### src/rtl/dpt_clear.sv
`timescale 1ns / 1ps
// ----------------------------------------------------------------------------
// dpt_clear: post-reset clearing sequencer
// Sweep every table address once, one per cycle, then drop busy.
// ----------------------------------------------------------------------------
module dpt_clear #(
    parameter int DEPTH = 2048,
    parameter int AW    = (DEPTH > 1) ? $clog2(DEPTH) : 1
) (
    input  logic          clk,
    input  logic          rst_n,
    output logic          busy,
    output logic [AW-1:0] addr
);

    logic          busy_reg;
    logic [AW-1:0] addr_reg;

    always_ff @(posedge clk or negedge rst_n)
    begin
        if (!rst_n)
        begin
            busy_reg <= 1'b1;
            addr_reg <= '0;
        end
        else if (busy_reg)
        begin
            addr_reg <= addr_reg + 1'b1;
            if (addr_reg == AW'(DEPTH - 1))
            begin
                busy_reg <= 1'b0;
            end
        end
    end

    assign busy = busy_reg;
    assign addr = addr_reg;

endmodule

### config.mk
export PLATFORM = sky130hd
export DESIGN_NAME = dpt_clear
export DESIGN_NICKNAME = d
export VERILOG_FILES = /design/src/rtl/dpt_clear.sv
export SDC_FILE = /design/constraint.sdc
export NUM_CORES = 1
export LEC_CHECK = 0
export BUFFER_PORTS_ARGS = -buffer_cell sky130_fd_sc_hd__buf_2
export CAP_MARGIN = 20
export CELL_PAD_IN_SITES_DETAIL_PLACEMENT = 1
export CELL_PAD_IN_SITES_GLOBAL_PLACEMENT = 2
export CORE_ASPECT_RATIO = 0.8
export CORE_MARGIN = 4
export CORE_UTILIZATION = 29
export DETAILED_ROUTE_END_ITERATION = 7
export MAX_ROUTING_LAYER = met4
export PLACE_DENSITY_LB_ADDON = 0.1
export SLEW_MARGIN = 25
export SYNTH_ARGS = -nofsm -noshare
export SYNTH_HDL_FRONTEND = slang
export SYNTH_SLANG_ARGS = --single-unit
### constraint.sdc
create_clock -name clk -period 1.1 [get_ports clk]
set_clock_uncertainty 0.05 [all_clocks]
set_input_delay 0.055 -clock clk [delete_from_list [all_inputs] [get_ports clk]]
set_output_delay 0.055 -clock clk [all_outputs]
set_load 0.02 [all_outputs]
==> metrics.txt, run 1 <==
outcome=finished, violations left; violated checks=setup timing; pin count of the biggest net entering global routing=13; met3 layer wire length in the routed design=60 um; timing-limited maximum frequency=824 MHz; number of flip-flops in the largest register=11; final total negative setup slack=-0.952 ns; Final period util=110%; HP Class=input pin to asynchronous set/reset pin; Worst Max-Slew Pin Slew=0.285 ns; residual DRC count=0; most frequent cell on the critical path=buf_6; reported leakage power=0.514 nW; CP Max Fanout=4; most common cell after layout, fill and taps aside=buf_6; effective utilization at floorplan=32.7%; CTS tree=yes; net total in the final layout=83; starting DRC count in detailed routing=1; met2 WL post-DR=783 um; number of antenna violations at the first check in global routing=0; remaining global-route overflow=0; via density per instance=4.53; placeable core area=1720 um2; Antenna diodes=0; crit path DAT=1.11 ns; buffers added on ports=13; placed wire-length estimate=974 um; average footprint of a synthesized cell=13.1 um2; synthesis-stage register bit count=12; fraction of final layout cells with drive strength greater than 1=68.4%; buffers from clock root to sink, at most=2; worst-path cell chain=buf_6 -> buf_6; final instance count without filler cells=101; gpl congestion=0.812; worst path setup slack after routing=-0.113 ns; number of violations of the max-capacitance limit=0; Final setup violation count=12; largest stage delay on the critical path=0.61 ns; Fin. Hold Viols=0; Final Max Tran Viols=0; CP Buf/Inv Count=2; Clock Sink Count=12; Layout fillers=195; min cycle time layout=1.21 ns; CP startpoint kind=flop; share of the yosys chip area belonging to registers=53.6%; library cells used by synthesis=17; area of combinational cells with multiple inputs=293 um2; area of the mapped netlist=563 um2; cell type of the slowest stage on the worst timing path=dfstp_2; Antenna Nets Post-Route=0; layout overhead on the synthesized area=72.7%; Num CTS Buffers=3; leading cell types in the layout, fill and taps excluded=buf_6, buf_4, dfrtp_1, buf_2, xor2_1; Worst Path Class, Setup=flop to output pin; power per unit of standard cell area=840 nW/um2; average wire length per cell after detail routing=14.9 um; first-pass iteration count of the detailed router=2; cell count after placement=86; fraction of synthesized cell area taken by the top area cell type=48.9%; clock latency of the later-clocked register in the worst-skew pair=0.27 ns; Die Y-Extent=47.4 um; type of element capturing the critical path=output pin; uppermost layer routed=met4; root buffer selected by CTS=clkbuf_4; cell types with the largest area share after synthesis=dfrtp_1, xor2_1, nor3_2; Met1 Routed Length=658 um; clock slew at the register clock pins of the worst setup and hold paths=0.08 ns; Die Span X=57.3 um; overall via count from detail_route=458; io pins=14; total length of routed wires=1.51 mm; post-synth top area cell=dfrtp_1; Register Area=307 um2; net count after synthesis=46; data required time at the worst endpoint=1.00 ns; standard-cell rows=13; first-pass GRT wire length=2.40 mm; highest ir drop seen on vdd=0.427 mV; die area=2710 um2; total track usage=12.9%; number of instances in the synthesized netlist=43; unrepaired setup endpoints after global routing=yes; top cell family by delay on the critical path=flip-flops; vias in the first global route=482; Warnings, synthesis=0; Max H-tree Level=1; relative slew slack=81.0%
-- synth_stat cells --
master and count:
nand2_1 3, inv_1 1, mux2_2 1, ha_1 1, xor2_1 6, nand3_4 1, nand4_1 2, buf_4 1
nor3_2 4, dfstp_2 1, nand3_1 2, o31a_1 1, nor2_1 2, nand3_2 1, nand4_4 1, xnor2_1 4
dfrtp_1 11
-- routing by layer --
layer	vias up	global-route usage, %
met5	-	-
li1	219	-
met4	0	5.56
met3	2	4.04
met2	7	21.2
met1	230	15.0
-- power breakdown --
group	internal [mW]	leakage, nW	switching, mW	total [mW]
Combinational	0.00361	0.336	0.00903	0.0126
Clock	0.201	0.0210	0.162	0.363
Sequential	0.441	0.157	0	0.441
-- worst paths after layout --
check	from	endpoint	slack [ns]	cells past startpoint
min reg2reg	addr[10]$_DFFE_PN0P_	addr[10]$_DFFE_PN0P_	0.45	1
max in group asynchronous	rst_n	busy$_DFF_PN1_	0.59	2
min in group clk	addr[10]$_DFFE_PN0P_	addr[10]$_DFFE_PN0P_	0.45	1
min	rst_n	addr[1]$_DFFE_PN0P_	0.14	2
max	busy$_DFF_PN1_	busy	-0.11	2
max reg2reg	busy$_DFF_PN1_	addr[7]$_DFFE_PN0P_	-0.11	3
-- per-stage QoR --
stage	power, mW	setup slack (ns)	hold slack [ns]	instance area [um2]	util [%]
detailed placement	0.460	-0.124	-0.0991	731	42.4
finish	0.817	-0.113	0.136	972	56.4
CTS	0.834	-0.126	0.142	902	52.3
floorplan	0.450	-0.161	-0.291	582	-
global placement	0.459	-0.0809	-0.109	731	42.4
global route	0.851	-0.177	0.150	972	56.4
-- timing repair --
action	CTS	global route
cloned	0	0
resized for setup	23	8
endpoints found under the setup margin	14	18
hold buffers	1	0
buffers inserted	5	5
endpoints found under the hold margin	12	0
pin swaps	3	5
-- cell families after synthesis --
kind of cell	share of synthesized area [%]
AND/OR/NAND/NOR	23.1
flip-flops	53.6
XOR/XNOR	15.6
buffers and inverters	2.00
AO/OA/AOI/OAI	1.56
multiplexers	2.00
adder cells (fa/ha/maj)	2.22
-- final cells by class --
cell class / instances / share of cell area, %
multi-input cells: 29 / 30.1
clock buffers: 4 / 3.73
repair buffers: 33 / 31.4
flip-flops and latches: 12 / 31.5
well taps: 22 / 2.83
inverters: 1 / 0.386
-- worst register-to-register path, cell delays in order, from the launching register on --
cell and delay [ns]:
dfstp_2 0.61, nand4_4 0.15, nor3_2 0.18, xor2_1 0.15
No activity file was read; power rests on OpenSTA's default activity.
==> run 2, diff against run 1 <==
- CORE_MARGIN: 4 -> default
==> metrics.txt, run 2 (synthesis gave the netlist of run 1 again) <==
outcome=finished, violations left; violated checks=setup timing; Worst Path Class, Setup=flop to output pin; unrepaired setup endpoints after global routing=yes; Layout fillers=198 (+1.5%); clock slew at the register clock pins of the worst setup and hold paths=0.08 ns (about the same); Die Span X=51.3 um (-10%); final instance count without filler cells=102 (+0.99%); Register Area=308 um2 (+0.41%); power consumption=0.756 mW (-7.4%); uppermost layer routed=met3; Worst Max-Slew Pin Slew=0.276 ns (-0.00855 ns); power per unit of standard cell area=781 nW/um2 (-7.0%); starting DRC count in detailed routing=3 (+2); first-pass iteration count of the detailed router=2 (unchanged); total length of routed wires=1.54 mm (+2.0%); layout overhead on the synthesized area=72.0%; fraction of final layout cells with drive strength greater than 1=66.3% (-2.1 points); first-pass GRT wire length=2.43 mm (+1.1%); Worst R2R End=addr[5]$_DFFE_PN0P_; io pins=14 (unchanged); Fin. Hold Viols=0 (unchanged); HP Class=input pin to asynchronous set/reset pin; number of antenna violations at the first check in global routing=0 (unchanged); reported leakage power=0.511 nW (-0.64%); number of flip-flops in the largest register=11 (unchanged); buffers from clock root to sink, at most=2 (unchanged); r2r setup slk=-0.12 ns (about the same); CP Max Fanout=5 (+1); Final period util=112% (+1.5 points); vias in the first global route=498 (+3.3%); placed wire-length estimate=958 um (-1.7%); remaining global-route overflow=0 (unchanged); placeable core area=1720 um2 (unchanged); timing-limited maximum frequency=813 MHz (-1.4%); met2 WL post-DR=762 um (-2.7%); Clock Sink Count=12 (unchanged); largest stage delay on the critical path=0.62 ns (about the same); Antenna Nets Post-Route=0 (unchanged); pin count of the biggest net entering global routing=13 (unchanged); Die Y-Extent=41.4 um (-13%); data required time at the worst endpoint=1.00 ns (about the same); clock latency of the later-clocked register in the worst-skew pair=0.28 ns (about the same); most common cell after layout, fill and taps aside=buf_6; source of the worst register-to-register timing path=busy$_DFF_PN1_; Layout Cell Area excl Fill=968 um2 (-0.39%); Met1 Routed Length=712 um (+8.2%); Num CTS Buffers=3 (unchanged); area of combinational cells with multiple inputs=288 um2 (-1.7%); buffers added on ports=13 (unchanged); effective utilization at floorplan=32.7% (unchanged); worst-case reg-to-reg path depth=3 (unchanged); average wire length per cell after detail routing=15.1 um (+0.99%); via density per instance=4.39 (-3.1%); Max H-tree Level=1 (unchanged); relative slew slack=81.6% (+0.57 points); highest ir drop seen on vdd=0.575 mV (+35%); overall via count from detail_route=448 (-2.2%); worst path setup slack after routing=-0.130 ns (-0.0167 ns); standard-cell rows=13 (unchanged); residual DRC count=0 (unchanged); met3 layer wire length in the routed design=62 um (+3.3%); CP startpoint kind=flop; top cell family by delay on the critical path=flip-flops; cell type of the slowest stage on the worst timing path=dfstp_2; crit path DAT=1.12 ns (about the same); final total negative setup slack=-0.958 ns (-0.00567 ns); CTS tree=yes; worst-path cell chain=buf_6 -> buf_6; Placed Instance Area=731 um2 (unchanged); number of violations of the max-capacitance limit=0 (unchanged); die area=2120 um2 (-22%); Final Max Tran Viols=0 (unchanged); type of element capturing the critical path=output pin; min cycle time layout=1.23 ns (+0.0167 ns); total track usage=17.3% (+4.4 points); most frequent cell on the critical path=buf_6; leading cell types in the layout, fill and taps excluded=buf_6, buf_4, xor2_1, dfrtp_1, buf_2; Antenna diodes=0 (unchanged); Final setup violation count=11 (-1); cell count after placement=86 (unchanged); CP Buf/Inv Count=2 (unchanged); root buffer selected by CTS=clkbuf_4; gpl congestion=0.742 (-8.6%); net total in the final layout=84 (+1.2%)
[run 2: cell types whose count changed in the layout (fill, tap and decap cells not counted)]
cell	change
buf_4	+2
nor2_1	+2
nor2_2	-2
buf_2	-1
clkbuf_1	+1
clkbuf_8	-1
dfrtp_1	-1
dfrtp_2	+1
[run 2: cell type report]
cell class	instances	area share, %
repair buffers	34	32.6
flip-flops and latches	12	31.8
multi-input cells	29	29.7
well taps	22	2.84
clock buffers	4	2.71
inverters	1	0.388
[run 2: layer usage]
metal | vias up | global-route usage, %
met5 | - | -
met1 | 218 | 19.7
li1 | 221 | -
met3 | 0 | 5.49
met4 | 0 | 9.73
met2 | 9 | 26.6
[run 2: repair_timing]
item	CTS	global route
buffers inserted	6	5
endpoints found under the setup margin	13	19
hold buffers	1	0
endpoints found under the hold margin	12	0
pin swaps	2	7
gates resized for setup	18	13
[run 2: power by group]
group | switching, mW | internal, mW | leakage, nW
clock network | 0.162 | 0.141 | 0.0150
registers | 0 | 0.441 | 0.156
logic | 0.00880 | 0.00362 | 0.340
total | 0.171 | 0.585 | 0.511
[run 2: metrics by stage]
step,hold slack (ns),setup slack [ns],util [%]
4_1_cts,0.126,-0.134,51.4
3_3_place_gp,-0.109,-0.0812,42.4
6_report,0.128,-0.130,56.2
3_5_place_dp,-0.102,-0.134,42.4
2_1_floorplan,-0.291,-0.161,-
5_1_grt,0.153,-0.205,56.2
[run 2: worst register-to-register path: stages (launching register included)]
cell,delay (ns)
dfstp_2,0.62
nand4_4,0.16
nor2_1,0.16
xor2_1,0.16
[run 2: how the worst max path moves through the flow]
stage / start / endpoint / slack (ns) / cells past startpoint
finish: busy$_DFF_PN1_ / busy / -0.13 / 2
global route: busy$_DFF_PN1_ / addr[7]$_DFFE_PN0P_ / -0.21 / 3
CTS: busy$_DFF_PN1_ / addr[9]$_DFFE_PN0P_ / -0.13 / 3
detailed placement: busy$_DFF_PN1_ / addr[7]$_DFFE_PN0P_ / -0.13 / 3
global placement: busy$_DFF_PN1_ / addr[9]$_DFFE_PN0P_ / -0.08 / 3
floorplan: busy$_DFF_PN1_ / addr[7]$_DFFE_PN0P_ / -0.16 / 4
==> run 3, diff against run 2 <==
- REMOVE_ABC_BUFFERS: default -> 1
==> metrics.txt, run 3 (synthesis gave the netlist of run 1 again) <==
Reg power frac=59.2% (+0.9 points); average wire length per cell after detail routing=13.3 um (-12%); die area=2120 um2 (unchanged); via density per instance=4.56 (+3.9%); min cycle time layout=1.24 ns (+0.00647 ns); cell type of the slowest stage on the worst timing path=dfstp_2; number of antenna violations at the first check in global routing=0 (unchanged); data required time at the worst endpoint=1.00 ns (about the same); unrepaired setup endpoints after global routing=yes; power per unit of standard cell area=880 nW/um2 (+13%); first-pass iteration count of the detailed router=4 (+2); most frequent cell on the critical path=buf_6; io pins=14 (unchanged); Gate power share=1.7% (about the same); CTS tree=yes; buffers from clock root to sink, at most=2 (unchanged); layout overhead on the synthesized area=50.2%; Final period util=112% (+0.59 points); Clock Sink Count=12 (unchanged); HP Class=input pin to asynchronous set/reset pin; Die Y-Extent=41.4 um (unchanged); Num CTS Buffers=3 (unchanged); root buffer selected by CTS=clkbuf_4; number of flip-flops in the largest register=11 (unchanged); Max H-tree Level=1 (unchanged); timing-limited maximum frequency=809 MHz (-0.52%); gpl congestion=0.794 (+7.0%); residual DRC count=0 (unchanged); Final setup violation count=9 (-2); final instance count without filler cells=96 (-5.9%); effective utilization at floorplan=32.7% (unchanged); placeable core area=1720 um2 (unchanged); switching power=0.160 mW (-6.7%); remaining global-route overflow=0 (unchanged); area of combinational cells with multiple inputs=258 um2 (-10%); CP startpoint kind=flop; Pint=0.585 mW (about the same); overall via count from detail_route=438 (-2.2%); buffers added on ports=13 (unchanged); relative slew slack=81.8% (+0.17 points); cell count after placement=84 (-2.3%); Register Area=305 um2 (-0.81%); Fin. Hold Viols=0 (unchanged); first-pass GRT wire length=2.18 mm (-10%); CP Buf/Inv Count=2 (unchanged); crit path DAT=1.13 ns (about the same); power consumption=0.745 mW (-1.6%); Worst Max-Slew Pin Slew=0.274 ns (-0.00256 ns); Antenna diodes=0 (unchanged); standard-cell rows=13 (unchanged); clock share of power=39.1% (-1.0 points); most common cell after layout, fill and taps aside=buf_4; Worst Path Class, Setup=flop to output pin; vias in the first global route=464 (-6.8%); pin count of the biggest net entering global routing=13 (unchanged); clock latency of the later-clocked register in the worst-skew pair=0.28 ns (about the same); clock slew at the register clock pins of the worst setup and hold paths=0.08 ns (about the same); fraction of final layout cells with drive strength greater than 1=60.8% (-5.4 points); reported leakage power=0.431 nW (-16%); worst-path cell chain=buf_6 -> buf_6; total length of routed wires=1.28 mm (-17%); outcome=finished, violations left; type of element capturing the critical path=output pin; total track usage=14.6% (-2.6 points); CP Max Fanout=6 (+1); leading cell types in the layout, fill and taps excluded=buf_4, dfrtp_1, buf_6; worst path setup slack after routing=-0.136 ns (-0.00647 ns); post-layout util=49.1% (-7.1 points); Antenna Nets Post-Route=0 (unchanged); violated checks=setup timing; number of violations of the max-capacitance limit=0 (unchanged); Layout fillers=199 (+0.51%); top cell family by delay on the critical path=flip-flops; largest stage delay on the critical path=0.62 ns (about the same); highest ir drop seen on vdd=0.423 mV (-26%); placed wire-length estimate=936 um (-2.3%); net total in the final layout=78 (-7.1%); final total negative setup slack=-0.868 ns (+0.0894 ns); Die Span X=51.3 um (unchanged); Final Max Tran Viols=0 (unchanged); share of total power consumed by net switching=21.4% (-1.2 points); starting DRC count in detailed routing=5 (+2)
[run 3: power by group through the flow]
stage	logic (mW)	clock network (mW)	registers, mW
2_1_floorplan	0.000000104	0	0.450
3_5_place_dp	0.0103	0	0.450
4_1_cts	0.0129	0.300	0.441
5_1_grt	0.0144	0.324	0.441
3_3_place_gp	0.00980	0	0.450
6_report	0.0123	0.291	0.441
[run 3: worst register-to-register path, delay by kind of cell, from the launching register on]
| kind | cells | cell delay, ns |
|---|---|---|
| muxes | 1 | 0.32 |
| buffers and inverters | 1 | 0.14 |
| DFF | 1 | 0.62 |
[run 3: area by class of cell]
cell class	count	share of cell area (%)
sequential	12	36.1
multi-input combinational	29	30.5
timing repair buffer	28	26.6
tap	22	3.25
clock buffer	4	3.11
inverter	1	0.444
[run 3: path summary, 6_finish.rpt]
path | cells past startpoint | end | from | slack (ns)
min | 2 | addr[9]$_DFFE_PN0P_ | rst_n | 0.13
max | 2 | busy | busy$_DFF_PN1_ | -0.14
min reg2reg | 1 | addr[10]$_DFFE_PN0P_ | addr[10]$_DFFE_PN0P_ | 0.44
max reg2reg | 2 | addr[1]$_DFFE_PN0P_ | busy$_DFF_PN1_ | -0.13
min in group clk | 1 | addr[10]$_DFFE_PN0P_ | addr[10]$_DFFE_PN0P_ | 0.44
max in group asynchronous | 2 | busy$_DFF_PN1_ | rst_n | 0.59
[run 3: per-layer routing]
| metal | GRT usage (%) | wire length (um) |
|---|---|---|
| met2 | 22.1 | 631 |
| met1 | 18.0 | 591 |
| met4 | 8.11 | 26 |
| met3 | 3.30 | 30 |
| met5 | - | 0 |
[run 3: what timing repair did]
action                                 in CTS  in global routing
resized for setup                          10                 11
pin swaps                                   1                  2
setup endpoints to repair                  12                 18
buffers inserted                            4                  4
hold buffers                                1                  0
endpoints found under the hold margin      12                  0
[run 3: per-stage QoR]
| stage | hold slack [ns] | area [um2] | setup WS [ns] |
|---|---|---|---|
| finish | 0.130 | 846 | -0.136 |
| global route | 0.141 | 846 | -0.171 |
| CTS | 0.128 | 796 | -0.127 |
| detailed placement | -0.102 | 701 | -0.120 |
| global placement | -0.110 | 701 | -0.0856 |
| floorplan | -0.291 | 556 | -0.203 |
