[config.mk]
export PLATFORM = sky130hd
export DESIGN_NAME = dpt_update
export DESIGN_NICKNAME = d
export VERILOG_FILES = /design/src/rtl/dpt_pkg.sv /design/src/rtl/dpt_update.sv
export SDC_FILE = /design/constraint.sdc
export NUM_CORES = 1
export LEC_CHECK = 0
export ABC_AREA = 1
export BUFFER_PORTS_ARGS = -buffer_cell sky130_fd_sc_hd__buf_2
export CORE_MARGIN = 8
export CORE_UTILIZATION = 38
export DETAILED_ROUTE_END_ITERATION = 6
export PLACE_DENSITY = 0.9
export SLEW_MARGIN = 0
export SYNTH_ARGS = -nofsm -noshare
export SYNTH_HDL_FRONTEND = slang
export SYNTH_SLANG_ARGS = --single-unit
[constraint.sdc]
create_clock -name vclk -period 1.7
set_input_delay 0.34 -clock vclk [all_inputs]
set_output_delay 0.34 -clock vclk [all_outputs]
set_load 0.01 [all_outputs]
[src/rtl/dpt_pkg.sv]
`timescale 1ns / 1ps
// ----------------------------------------------------------------------------
// dpt_pkg: shared types and constants of the demand paging table
// Transfer payloads, table entry and per-process counter words, update flags.
// ----------------------------------------------------------------------------
package dpt_pkg;

    localparam int NUM_PROCESSES_DEF     = 32;
    localparam int PAGES_PER_PROCESS_DEF = 64;
    localparam int NUM_FRAMES_DEF        = 256;

    localparam logic [7:0]  REFS_MAX         = 8'd255;
    localparam logic [7:0]  PFAULT_MAX       = 8'd255;
    localparam logic [8:0]  SFAULT_MAX       = 9'd511;
    localparam logic [15:0] COUNT16_MAX      = 16'hFFFF;
    localparam logic [8:0]  FIRST_FREE_RESET = 9'd8;

    typedef struct packed {
        logic [4:0] process_id;
        logic [5:0] virtual_page;
    } dpt_req_t;

    typedef struct packed {
        logic [7:0]  frame_number;
        logic        page_fault;
        logic        out_of_memory;
        logic [7:0]  page_ref_count;
        logic [7:0]  process_fault_count;
        logic [15:0] process_reference_count;
        logic [8:0]  total_fault_count;
        logic [15:0] total_reference_count;
    } dpt_rsp_t;

    // One page table entry
    typedef struct packed {
        logic       valid;
        logic [7:0] frame;
        logic [7:0] refs;
    } dpt_entry_t;

    // Per-process counters
    typedef struct packed {
        logic [7:0]  faults;
        logic [15:0] refs;
    } dpt_pcnt_t;

    // What one reference commits to state
    typedef struct packed {
        logic commit_entry;
        logic commit_proc;
        logic take_frame;
        logic set_oom;
    } dpt_upd_t;

endpackage

[src/rtl/dpt_update.sv]
`timescale 1ns / 1ps
// ----------------------------------------------------------------------------
// dpt_update: per-reference decision and counter update
// Classify a reference as ignored, rejected, hit or fault; form new state.
// ----------------------------------------------------------------------------
module dpt_update #(
    parameter int NUM_FRAMES = 256
) (
    input  logic               in_range,
    input  dpt_pkg::dpt_entry_t entry,
    input  dpt_pkg::dpt_pcnt_t pcnt,
    input  logic [8:0]         next_frame,
    input  logic               exhausted,
    input  logic [8:0]         sum_faults,
    input  logic [15:0]        sum_refs,
    output dpt_pkg::dpt_entry_t entry_new,
    output dpt_pkg::dpt_pcnt_t pcnt_new,
    output dpt_pkg::dpt_upd_t  upd,
    output logic [8:0]         sum_faults_new,
    output logic [15:0]        sum_refs_new,
    output dpt_pkg::dpt_rsp_t  rsp
);
    import dpt_pkg::*;

    logic [7:0]  refs_inc;
    logic [7:0]  pfault_inc;
    logic [15:0] prefs_inc;
    logic [8:0]  sfault_inc;
    logic [15:0] srefs_inc;
    logic        no_frame;

    assign refs_inc   = (entry.refs == REFS_MAX) ? entry.refs : entry.refs + 8'd1;
    assign pfault_inc = (pcnt.faults == PFAULT_MAX) ? pcnt.faults : pcnt.faults + 8'd1;
    assign prefs_inc  = (pcnt.refs == COUNT16_MAX) ? pcnt.refs : pcnt.refs + 16'd1;
    assign sfault_inc = (sum_faults == SFAULT_MAX) ? sum_faults : sum_faults + 9'd1;
    assign srefs_inc  = (sum_refs == COUNT16_MAX) ? sum_refs : sum_refs + 16'd1;
    assign no_frame   = (next_frame >= 9'(NUM_FRAMES));

    always_comb
    begin
        entry_new      = entry;
        pcnt_new       = pcnt;
        upd            = '0;
        sum_faults_new = sum_faults;
        sum_refs_new   = sum_refs;
        rsp            = '0;

        rsp.process_fault_count     = pcnt.faults;
        rsp.process_reference_count = pcnt.refs;
        rsp.total_fault_count       = sum_faults;
        rsp.total_reference_count   = sum_refs;

        if (!in_range)
        begin
            rsp = '0;
        end
        else if (exhausted)
        begin
            rsp.out_of_memory = 1'b1;
        end
        else if (entry.valid)
        begin
            entry_new.refs   = refs_inc;
            pcnt_new.refs    = prefs_inc;
            sum_refs_new     = srefs_inc;
            upd.commit_entry = 1'b1;
            upd.commit_proc  = 1'b1;

            rsp.frame_number            = entry.frame;
            rsp.page_ref_count          = refs_inc;
            rsp.process_reference_count = prefs_inc;
            rsp.total_reference_count   = srefs_inc;
        end
        else if (no_frame)
        begin
            upd.set_oom       = 1'b1;
            rsp.out_of_memory = 1'b1;
        end
        else
        begin
            entry_new.valid  = 1'b1;
            entry_new.frame  = next_frame[7:0];
            entry_new.refs   = 8'd1;
            pcnt_new.faults  = pfault_inc;
            pcnt_new.refs    = prefs_inc;
            sum_faults_new   = sfault_inc;
            sum_refs_new     = srefs_inc;
            upd.commit_entry = 1'b1;
            upd.commit_proc  = 1'b1;
            upd.take_frame   = 1'b1;

            rsp.frame_number            = next_frame[7:0];
            rsp.page_fault              = 1'b1;
            rsp.page_ref_count          = 8'd1;
            rsp.process_fault_count     = pfault_inc;
            rsp.process_reference_count = prefs_inc;
            rsp.total_fault_count       = sfault_inc;
            rsp.total_reference_count   = srefs_inc;
        end
    end

endmodule

==> reports/metrics.cfg, run 1 <==
[synthesis]
synth_compound_area_share_pct = 22.3
synth_top_area_share_pct = 18.0
synth_top_family_by_area = simple AND/OR/NAND/NOR gates
yosys.area_share.simple_pct = 53.2
netlist_instances = 582
synth-xor-area-share_pct = 2.19
syn_area_um2 = 2800
synth_area_per_cell_um2 = 4.81
synth_nets = 664
yosys.cell_types.count = 38
synth_fa_ha_area_share_pct = 2.24
synth.area.mux_share_pct = 0
yosys_warnings = 0
synth_area_leader_cell = nand2_1
synthTopCellsByArea = nand2_1 (18%), inv_1 (16%), o21ai_0 (11%)
seq_area_frac_synth_pct = 0

[status]
first-error = [ERROR DPL-0038] Utilization greater than 100%, impossible to legalize
status = did not finish
haltStage = global routing (5_1_grt)

[floorplanning]
die_y_um = 102
ios = 214
rows = 31
fp.dieW_um = 102
initial_core_util_pct = 39.0

[timing]
timing.worst_endpoint.kind = output port
worst_endpoint = rsp[39]

[global_routing]
grt_max_degree = 45

[cts]
cts_hold_buf = 0

[placed_design]
hpwl_um = 11400
gp_congestion = 0.943
placed_area_um2 = 4960
portBuffers = 214

## kinds of logic after synthesis
logic type	count (synthesis)
and+or+nand+nor	313
buffers and inverters	141
adders and majority gates	5
xor gates and xnor gates	7
AOI/OAI and AO/OA	116
## synth_stat cells
| cell type | number |
|---|---|
| o21ai_1 | 15 |
| nor2_1 | 72 |
| inv_1 | 116 |
| buf_1 | 3 |
| clkbuf_1 | 4 |
| o21ai_2 | 3 |
| nor3_1 | 12 |
| o21bai_1 | 3 |
| nand2_4 | 2 |
| nand3_2 | 8 |
| o211ai_1 | 2 |
| a21oi_1 | 15 |
| nand2_1 | 134 |
| nor3_2 | 1 |
| and2_1 | 1 |
| nand3b_1 | 4 |
| buf_6 | 1 |
| nand4_2 | 1 |
| nor3_4 | 2 |
| inv_4 | 1 |
| and3_1 | 1 |
| xnor2_1 | 3 |
| buf_2 | 5 |
| o21ai_0 | 64 |
| a211oi_1 | 1 |
| inv_2 | 7 |
| xor2_1 | 4 |
| nand4_1 | 10 |
| o22ai_1 | 12 |
| or2_1 | 3 |
| o21a_1 | 1 |
| ha_1 | 5 |
| nand2_2 | 6 |
| nand3b_4 | 1 |
| nor2_4 | 6 |
| buf_4 | 4 |
| nor2_2 | 4 |
| nand3_1 | 45 |
## stage by stage
step                      setup WS (ps)  setup TNS, ps  instances  utilization, %  hold slack [ps]
after CTS                          -208         -13510       1029            85.8             1000
after detailed placement           -383         -27340       1006            69.2             1000
after global placement             -261         -20790       1006            69.2              982
after floorplan                   -19.5          -56.1        582               -              763
## what timing repair did
action                                  CTS
resized for setup                       278
endpoints found under the setup margin  130
pin swaps                                65
buffers inserted                         22
gates cloned                              2
==> inputs of run 2 (changes only) <==
--- a/config.mk
+++ b/config.mk
@@ -8,9 +8,9 @@
 export ABC_AREA = 1
 export BUFFER_PORTS_ARGS = -buffer_cell sky130_fd_sc_hd__buf_2
 export CORE_MARGIN = 8
-export CORE_UTILIZATION = 38
+export CORE_UTILIZATION = 40
 export DETAILED_ROUTE_END_ITERATION = 6
-export PLACE_DENSITY = 0.9
+export PLACE_DENSITY_LB_ADDON = 0.15
 export SLEW_MARGIN = 0
 export SYNTH_ARGS = -nofsm -noshare
 export SYNTH_HDL_FRONTEND = slang
==> constraint.sdc (replaced) <==
create_clock -name vclk -period 2.2
set_input_delay 0.44 -clock vclk [all_inputs]
set_output_delay 0.44 -clock vclk [all_outputs]
set_load 0.01 [all_outputs]
==> run 2 against run 1 <==
- the run now ends clean
- synthesized area stayed put
- synthesized cell count stayed put
==> reports/metrics.cfg, run 2 <==
[status]
status = finished clean

[detailed_routing]
via_count = 4592
vias_per_cell = 4.98
dr.pass1.iters = 6
route.antenna.remaining_nets = 0
drt-total-wl_um = 12300
drt_iter0_markers = 153
remaining_drc_errors = 0
wl_per_cell_um = 13.3

[floorplanning]
die-area_um2 = 9930
die_y_um = 99.7  ; -2.1%
ios = 214  ; unchanged
rows = 30  ; -3.2%
core_region_area_um2 = 6790
fp.dieW_um = 99.7  ; -2.1%
initial_core_util_pct = 41.2  ; +2.2 points

[synthesis]
yosys.cell_types.count = 38  ; unchanged
synthTopCellsByArea = nand2_1 (18%), inv_1 (16%), o21ai_0 (11%)
synth_nets = 664  ; unchanged
netlist_top_cells_count = nand2_1 (134), inv_1 (116), nor2_1 (72), o21ai_0 (64), nand3_1 (45)
synth-xor-area-share_pct = 2.19  ; unchanged
synth_area_per_cell_um2 = 4.81  ; unchanged
syn_area_um2 = 2800  ; unchanged
synth_top_family_by_area = simple AND/OR/NAND/NOR gates
synth_area_leader_cell = nand2_1
seq_area_frac_synth_pct = 0  ; unchanged
yosys_warnings = 0  ; unchanged
synth_compound_area_share_pct = 22.3  ; unchanged
netlist_instances = 582  ; unchanged
synth_top_area_share_pct = 18.0  ; unchanged
synth.area.mux_share_pct = 0  ; unchanged
synth_fa_ha_area_share_pct = 2.24  ; unchanged
yosys.area_share.simple_pct = 53.2  ; unchanged
synth_most_common_cell = nand2_1

[timing]
worstMarginPinSlew_ps = 277
slew_violations = 0
fin_crit_ps = 2170
finalCritPeriodShare_pct = 98.5
hold_violations = 0
setup_ws_ps = 33.0
slew_headroom_pct = 81.4
fmax_mhz = 461
setup_viol = 0
rsz0062_at_grt = yes
hold_slack_ps = 1190

[finish]
layout_common_cells = buf_2 (205), nand2_1 (115), inv_1 (110)
design_area_um2 = 4640
nClkBuffers = 0
ff_latch_area_um2 = 0
n_antenna_cell = 0
layout_commonest_cell = buf_2
layout-drive-gt1-share_pct = 43.2
seq_cells = 0
syn2layout_area_growth_pct = 65.8
nets = 910

[placed_design]
hpwl_um = 9900  ; -13%
gp_congestion = 0.891  ; -5.5%
placed_area_um2 = 4190  ; -16%
dpl_worst_slack_ps = -80.9  ; +302 ps
portBuffers = 214  ; unchanged

[worst_hold_path]
hold_depth = 4
worstHoldStart = next_frame[0]
hold_end = entry_new[8]
hold_path.class = input port to primary output

[setup_path]
cp_max_fo = 4
critPathBufInv = 3
crit_path_start_kind = input port
crit_slowest_cell = o21ai_1
required_ps = 1760
crit_family = simple AND/OR/NAND/NOR gates
endpoint_kind = primary output
crit_type = input port to primary output
path_cells = buf_4 -> ha_4 -> inv_2 -> nor2_4 -> nand2_2 -> nor2_4 -> nand2_2 -> xnor2_1 -> o21ai_1 -> nand2_1 -> buf_2
critPathArrivalTime_ps = 1730
max_stage_delay_ps = 190

[global_routing]
grt_max_degree = 56
grt_pass1_wl_um = 19100
gr-total-overflow = 0
grt_use_total_pct = 22.0
antenna_found_initial = 0
grt_pass1_vias = 4347

[run]
cap_violations = 0

[pwr]
ir_drop_v = 0.0000940
p_total_uw = 864
leakagePower_uw = 0.00279
powerDensity_nw_per_um2 = 186

run 2: cell counts after synthesis:
Identical to the previous run, type by type.
run 2: final cells by class:
class,count,area (µm²)
repair buffers,261,1510
inverters,124,478
well taps,96,120
fillers,630,2150
multi-input cells,441,2530
run 2: worst min-delay path: cells and delay by family:
family / cells / cell delay [ps]
AOI/OAI and AO/OA: 1 / 60
buffers and inverters: 2 / 200
and+or+nand+nor: 1 / 50
run 2: how the worst max path moves through the flow:
stage | from | endpoint | slack (ps) | cells after the start
after floorplan | pcnt[16] | pcnt_new[16] | 200 | 8
after global placement | pcnt[0] | pcnt_new[8] | 4 | 14
after detailed placement | pcnt[0] | pcnt_new[4] | -80 | 13
after CTS | pcnt[0] | pcnt_new[4] | 5 | 13
after global routing | pcnt[0] | pcnt_new[14] | -60 | 11
final | pcnt[0] | pcnt_new[14] | 30 | 11
run 2: per-stage QoR:
step                util, %  cells  setup TNS, ps
floorplan                 -    582              0
global placement       61.6    912              0
detailed placement     61.6    912          -1210
CTS                    62.7    917              0
global route           68.3    922           -692
finish                 68.3    922              0
run 2: kinds of logic (layout without fill, tap and decap cells):
logic type	count (synthesis)	count (layout)
compound gates	116	116
xor+xnor	7	7
fa+ha+maj	5	5
buf+inv	141	385
simple gates	313	313
run 2: power breakdown:
part	leakage, µW	switching [µW]	internal [µW]
logic	0.00279	516	348
registers	0	0	0
clock network	0	0	0
total	0.00279	516	348
run 2: metal layers:
metal | wire length [µm] | track usage (%)
met1 | 5070 | 25.8
met2 | 6040 | 40.0
met3 | 968 | 4.68
met4 | 212 | 3.49
met5 | 0 | 0
run 2: timing repair:
| item | in CTS | in global routing |
|---|---|---|
| pin swaps | 2 | 40 |
| hold buffers | 0 | 0 |
| buffers inserted | 5 | 5 |
| endpoints found under the setup margin | 37 | 101 |
| resized for setup | 8 | 110 |
Note: power is estimated with default switching activity, not from simulation.
==> inputs of run 3 (changes only) <==
--- a/config.mk
+++ b/config.mk
@@ -5,7 +5,6 @@
 export SDC_FILE = /design/constraint.sdc
 export NUM_CORES = 1
 export LEC_CHECK = 0
-export ABC_AREA = 1
 export BUFFER_PORTS_ARGS = -buffer_cell sky130_fd_sc_hd__buf_2
 export CORE_MARGIN = 8
 export CORE_UTILIZATION = 40
==> run 3 against run 2 <==
- the flow now finishes with violations (setup timing)
- core utilization is 27 points higher
- clock-buffer cell count stayed put
- first-iteration DRC count grew to 4.8 times the previous value
- design area is 39% higher
- worst setup slack worse by 550 ps
- maximum frequency is 20% lower
- die area is 0.37% higher
- non-clock buffer count is 117 higher
==> reports/metrics.cfg, run 3 <==
[status]
status = finished with violations
violations = setup timing

[synthesis]
syn_area_um2 = 2810  ; +0.45%
synthTopCellsByArea = nor2_1 (8.0%), xnor2_1 (7.8%), nand2_1 (7.5%)
yosys_warnings = 0  ; unchanged
netlist_top_cells_count = nor2_1 (60), nand2_1 (56), nand3_1 (27), xnor2_1 (25), xor2_1 (23)
synth_top_area_share_pct = 8.01  ; -10 points
synth_area_per_cell_um2 = 6.46  ; +34%
synth_nets = 517  ; -22%
synth_most_common_cell = nor2_1
netlist_instances = 435  ; -25%
seq_area_frac_synth_pct = 0  ; unchanged
yosys.cell_types.count = 70  ; +84%
synth_area_leader_cell = nor2_1

[pwr]
p_sw_share_pct = 54.2  ; -5.5 points
power.internal_uw = 545  ; +57%
ir_drop_v = 0.000132  ; +41%
leakagePower_uw = 0.00309  ; +11%
clockPowerShare_pct = 0  ; unchanged
p_switching_uw = 646  ; +25%
powerDensity_nw_per_um2 = 185  ; -0.74%
pwr-share-comb_pct = 100.0  ; about the same
seqPwrFrac_pct = 0  ; unchanged

[global_routing]
gr-total-overflow = 0  ; unchanged
antenna_found_initial = 1  ; +1
grt_pass1_vias = 5133  ; +18%
grt_max_degree = 43  ; -23%
grt_pass1_wl_um = 24500  ; +29%
globalRouteMet2Util_pct = 55.7  ; +16 points
grt.met3_usage_pct = 6.85  ; +2.2 points
grt_use_total_pct = 29.4  ; +7.4 points
busiest_layer = met2
grt.met1_usage_pct = 29.2  ; +3.4 points

[timing]
hold_slack_ps = 1190  ; +6.09 ps
finalCritPeriodShare_pct = 123  ; +25 points
fin_crit_ps = 2720  ; +549 ps
slew_headroom_pct = 70.7  ; -11 points
setup_viol = 87  ; +87
rsz0062_at_grt = yes
slew_violations = 0  ; unchanged
hold_violations = 0  ; unchanged
fmax_mhz = 368  ; -20%
worstMarginPinSlew_ps = 439  ; +161 ps
setup_ws_ps = -516  ; -549 ps
tns_ps = -20310  ; -20310 ps

[finish]
layout-drive-gt1-share_pct = 67.3  ; +24 points
nets = 871  ; -4.3%
ff_latch_area_um2 = 0  ; unchanged
syn2layout_area_growth_pct = 129
layout_commonest_cell = buf_2
seq_cells = 0  ; unchanged
nClkBuffers = 0  ; unchanged
layout_common_cells = buf_2 (176), buf_4 (127), buf_6 (60)
multi_input_area_um2 = 3530  ; +39%
design_area_um2 = 6440  ; +39%
fillCellCount = 192  ; -70%

[setup_path]
critPathArrivalTime_ps = 2280  ; +550 ps
endpoint_kind = primary output
path_depth = 9  ; -2
required_ps = 1760  ; about the same
crit_path_start_kind = input port
crit_family = simple AND/OR/NAND/NOR gates
crit_slowest_cell = nand4_1
path_cells = buf_6 -> nand4_1 -> buf_4 -> nor3_4 -> buf_12 -> nor4_4 -> and3_1 -> xor2_1 -> buf_2
crit_type = input port to primary output
cp_max_fo = 4  ; unchanged
max_stage_delay_ps = 370  ; +180 ps
critPathBufInv = 4  ; +1

[detailed_routing]
dr.pass1.iters = 5  ; -1
remaining_drc_errors = 0  ; unchanged
route.antenna.remaining_nets = 0  ; unchanged
drt_iter0_markers = 740  ; +380%
wl_per_cell_um = 25.7  ; +93%
via_count = 5855  ; +28%
drt-total-wl_um = 22800  ; +85%
vias_per_cell = 6.62  ; +33%

[placed_design]
hpwl_um = 11100  ; +12%
placed_area_um2 = 4880  ; +17%
dpl_worst_slack_ps = -308  ; -227 ps
gp_congestion = 0.937  ; +5.2%
portBuffers = 214  ; unchanged

[floorplanning]
rows = 30  ; unchanged
die-area_um2 = 9970  ; +0.37%
die_y_um = 99.8  ; +0.19%
initial_core_util_pct = 41.4  ; +0.18 points
core_region_area_um2 = 6790  ; unchanged
fp.dieW_um = 99.8  ; +0.19%
ios = 214  ; unchanged

[worst_hold_path]
hold_depth = 3  ; -1
worstHoldStart = entry[10]
hold_end = rsp[61]
hold_path.class = input port to primary output

[run]
cap_violations = 0  ; unchanged

[cts]
cts_hold_buf = 0  ; unchanged

==> run 3: worst min-delay path, delay by kind of cell <==
| family | cells | cell delay, ps |
|---|---|---|
| AOI/OAI and AO/OA | 1 | 110 |
| buffers and inverters | 2 | 200 |
==> run 3: layout make-up <==
type | count | area share (%)
diodes | 1 | 0.0388
inverters | 5 | 0.369
multi-input cells | 404 | 54.8
well taps | 96 | 1.86
repair buffers | 378 | 42.9
==> run 3: per-layer routing <==
metal	vias to the layer above	wire, µm
li1	2300	-
met1	2612	7030
met2	672	10500
met3	271	2840
met4	0	2350
met5	-	0
==> run 3: worst max path at each step <==
stage,start,endpoint,slack (ps)
5_1_grt,pcnt[14],pcnt_new[10],-480
4_1_cts,sum_refs[9],rsp[13],-170
2_1_floorplan,sum_faults[0],rsp[23],-40
6_report,pcnt[12],pcnt_new[10],-520
3_3_place_gp,sum_refs[0],rsp[10],-290
3_5_place_dp,sum_refs[0],rsp[10],-310
==> run 3: through the flow <==
stage | total power [µW] | cells | utilization, %
2_1_floorplan | 385 | 435 | -
3_3_place_gp | 828 | 839 | 71.8
3_5_place_dp | 842 | 839 | 71.8
4_1_cts | 972 | 867 | 84.7
5_1_grt | 1240 | 884 | 94.8
6_report | 1190 | 884 | 94.8
==> run 3: cell families after synthesis <==
logic type / Yosys count / synth area share, %
buffers and inverters: 32 / 5.21
multiplexers: 25 / 9.79
AO/OA/AOI/OAI: 85 / 21.9
adder cells (fa/ha/maj): 5 / 2.23
AND/OR/NAND/NOR: 240 / 46.0
XOR/XNOR: 48 / 15.0
==> run 3: timing repair <==
item / 4_1_cts / 5_1_grt
pin swaps: 72 / 80
cloned: 3 / 0
resized for setup: 150 / 126
setup endpoints to repair: 96 / 106
buffers inserted: 28 / 18
==> run 3: power groups by stage <==
stage	logic, µW	registers (µW)	clock network (µW)
2_1_floorplan	385	0	0
3_3_place_gp	828	0	0
3_5_place_dp	842	0	0
4_1_cts	972	0	0
5_1_grt	1240	0	0.0000609
6_report	1190	0	0.0000609
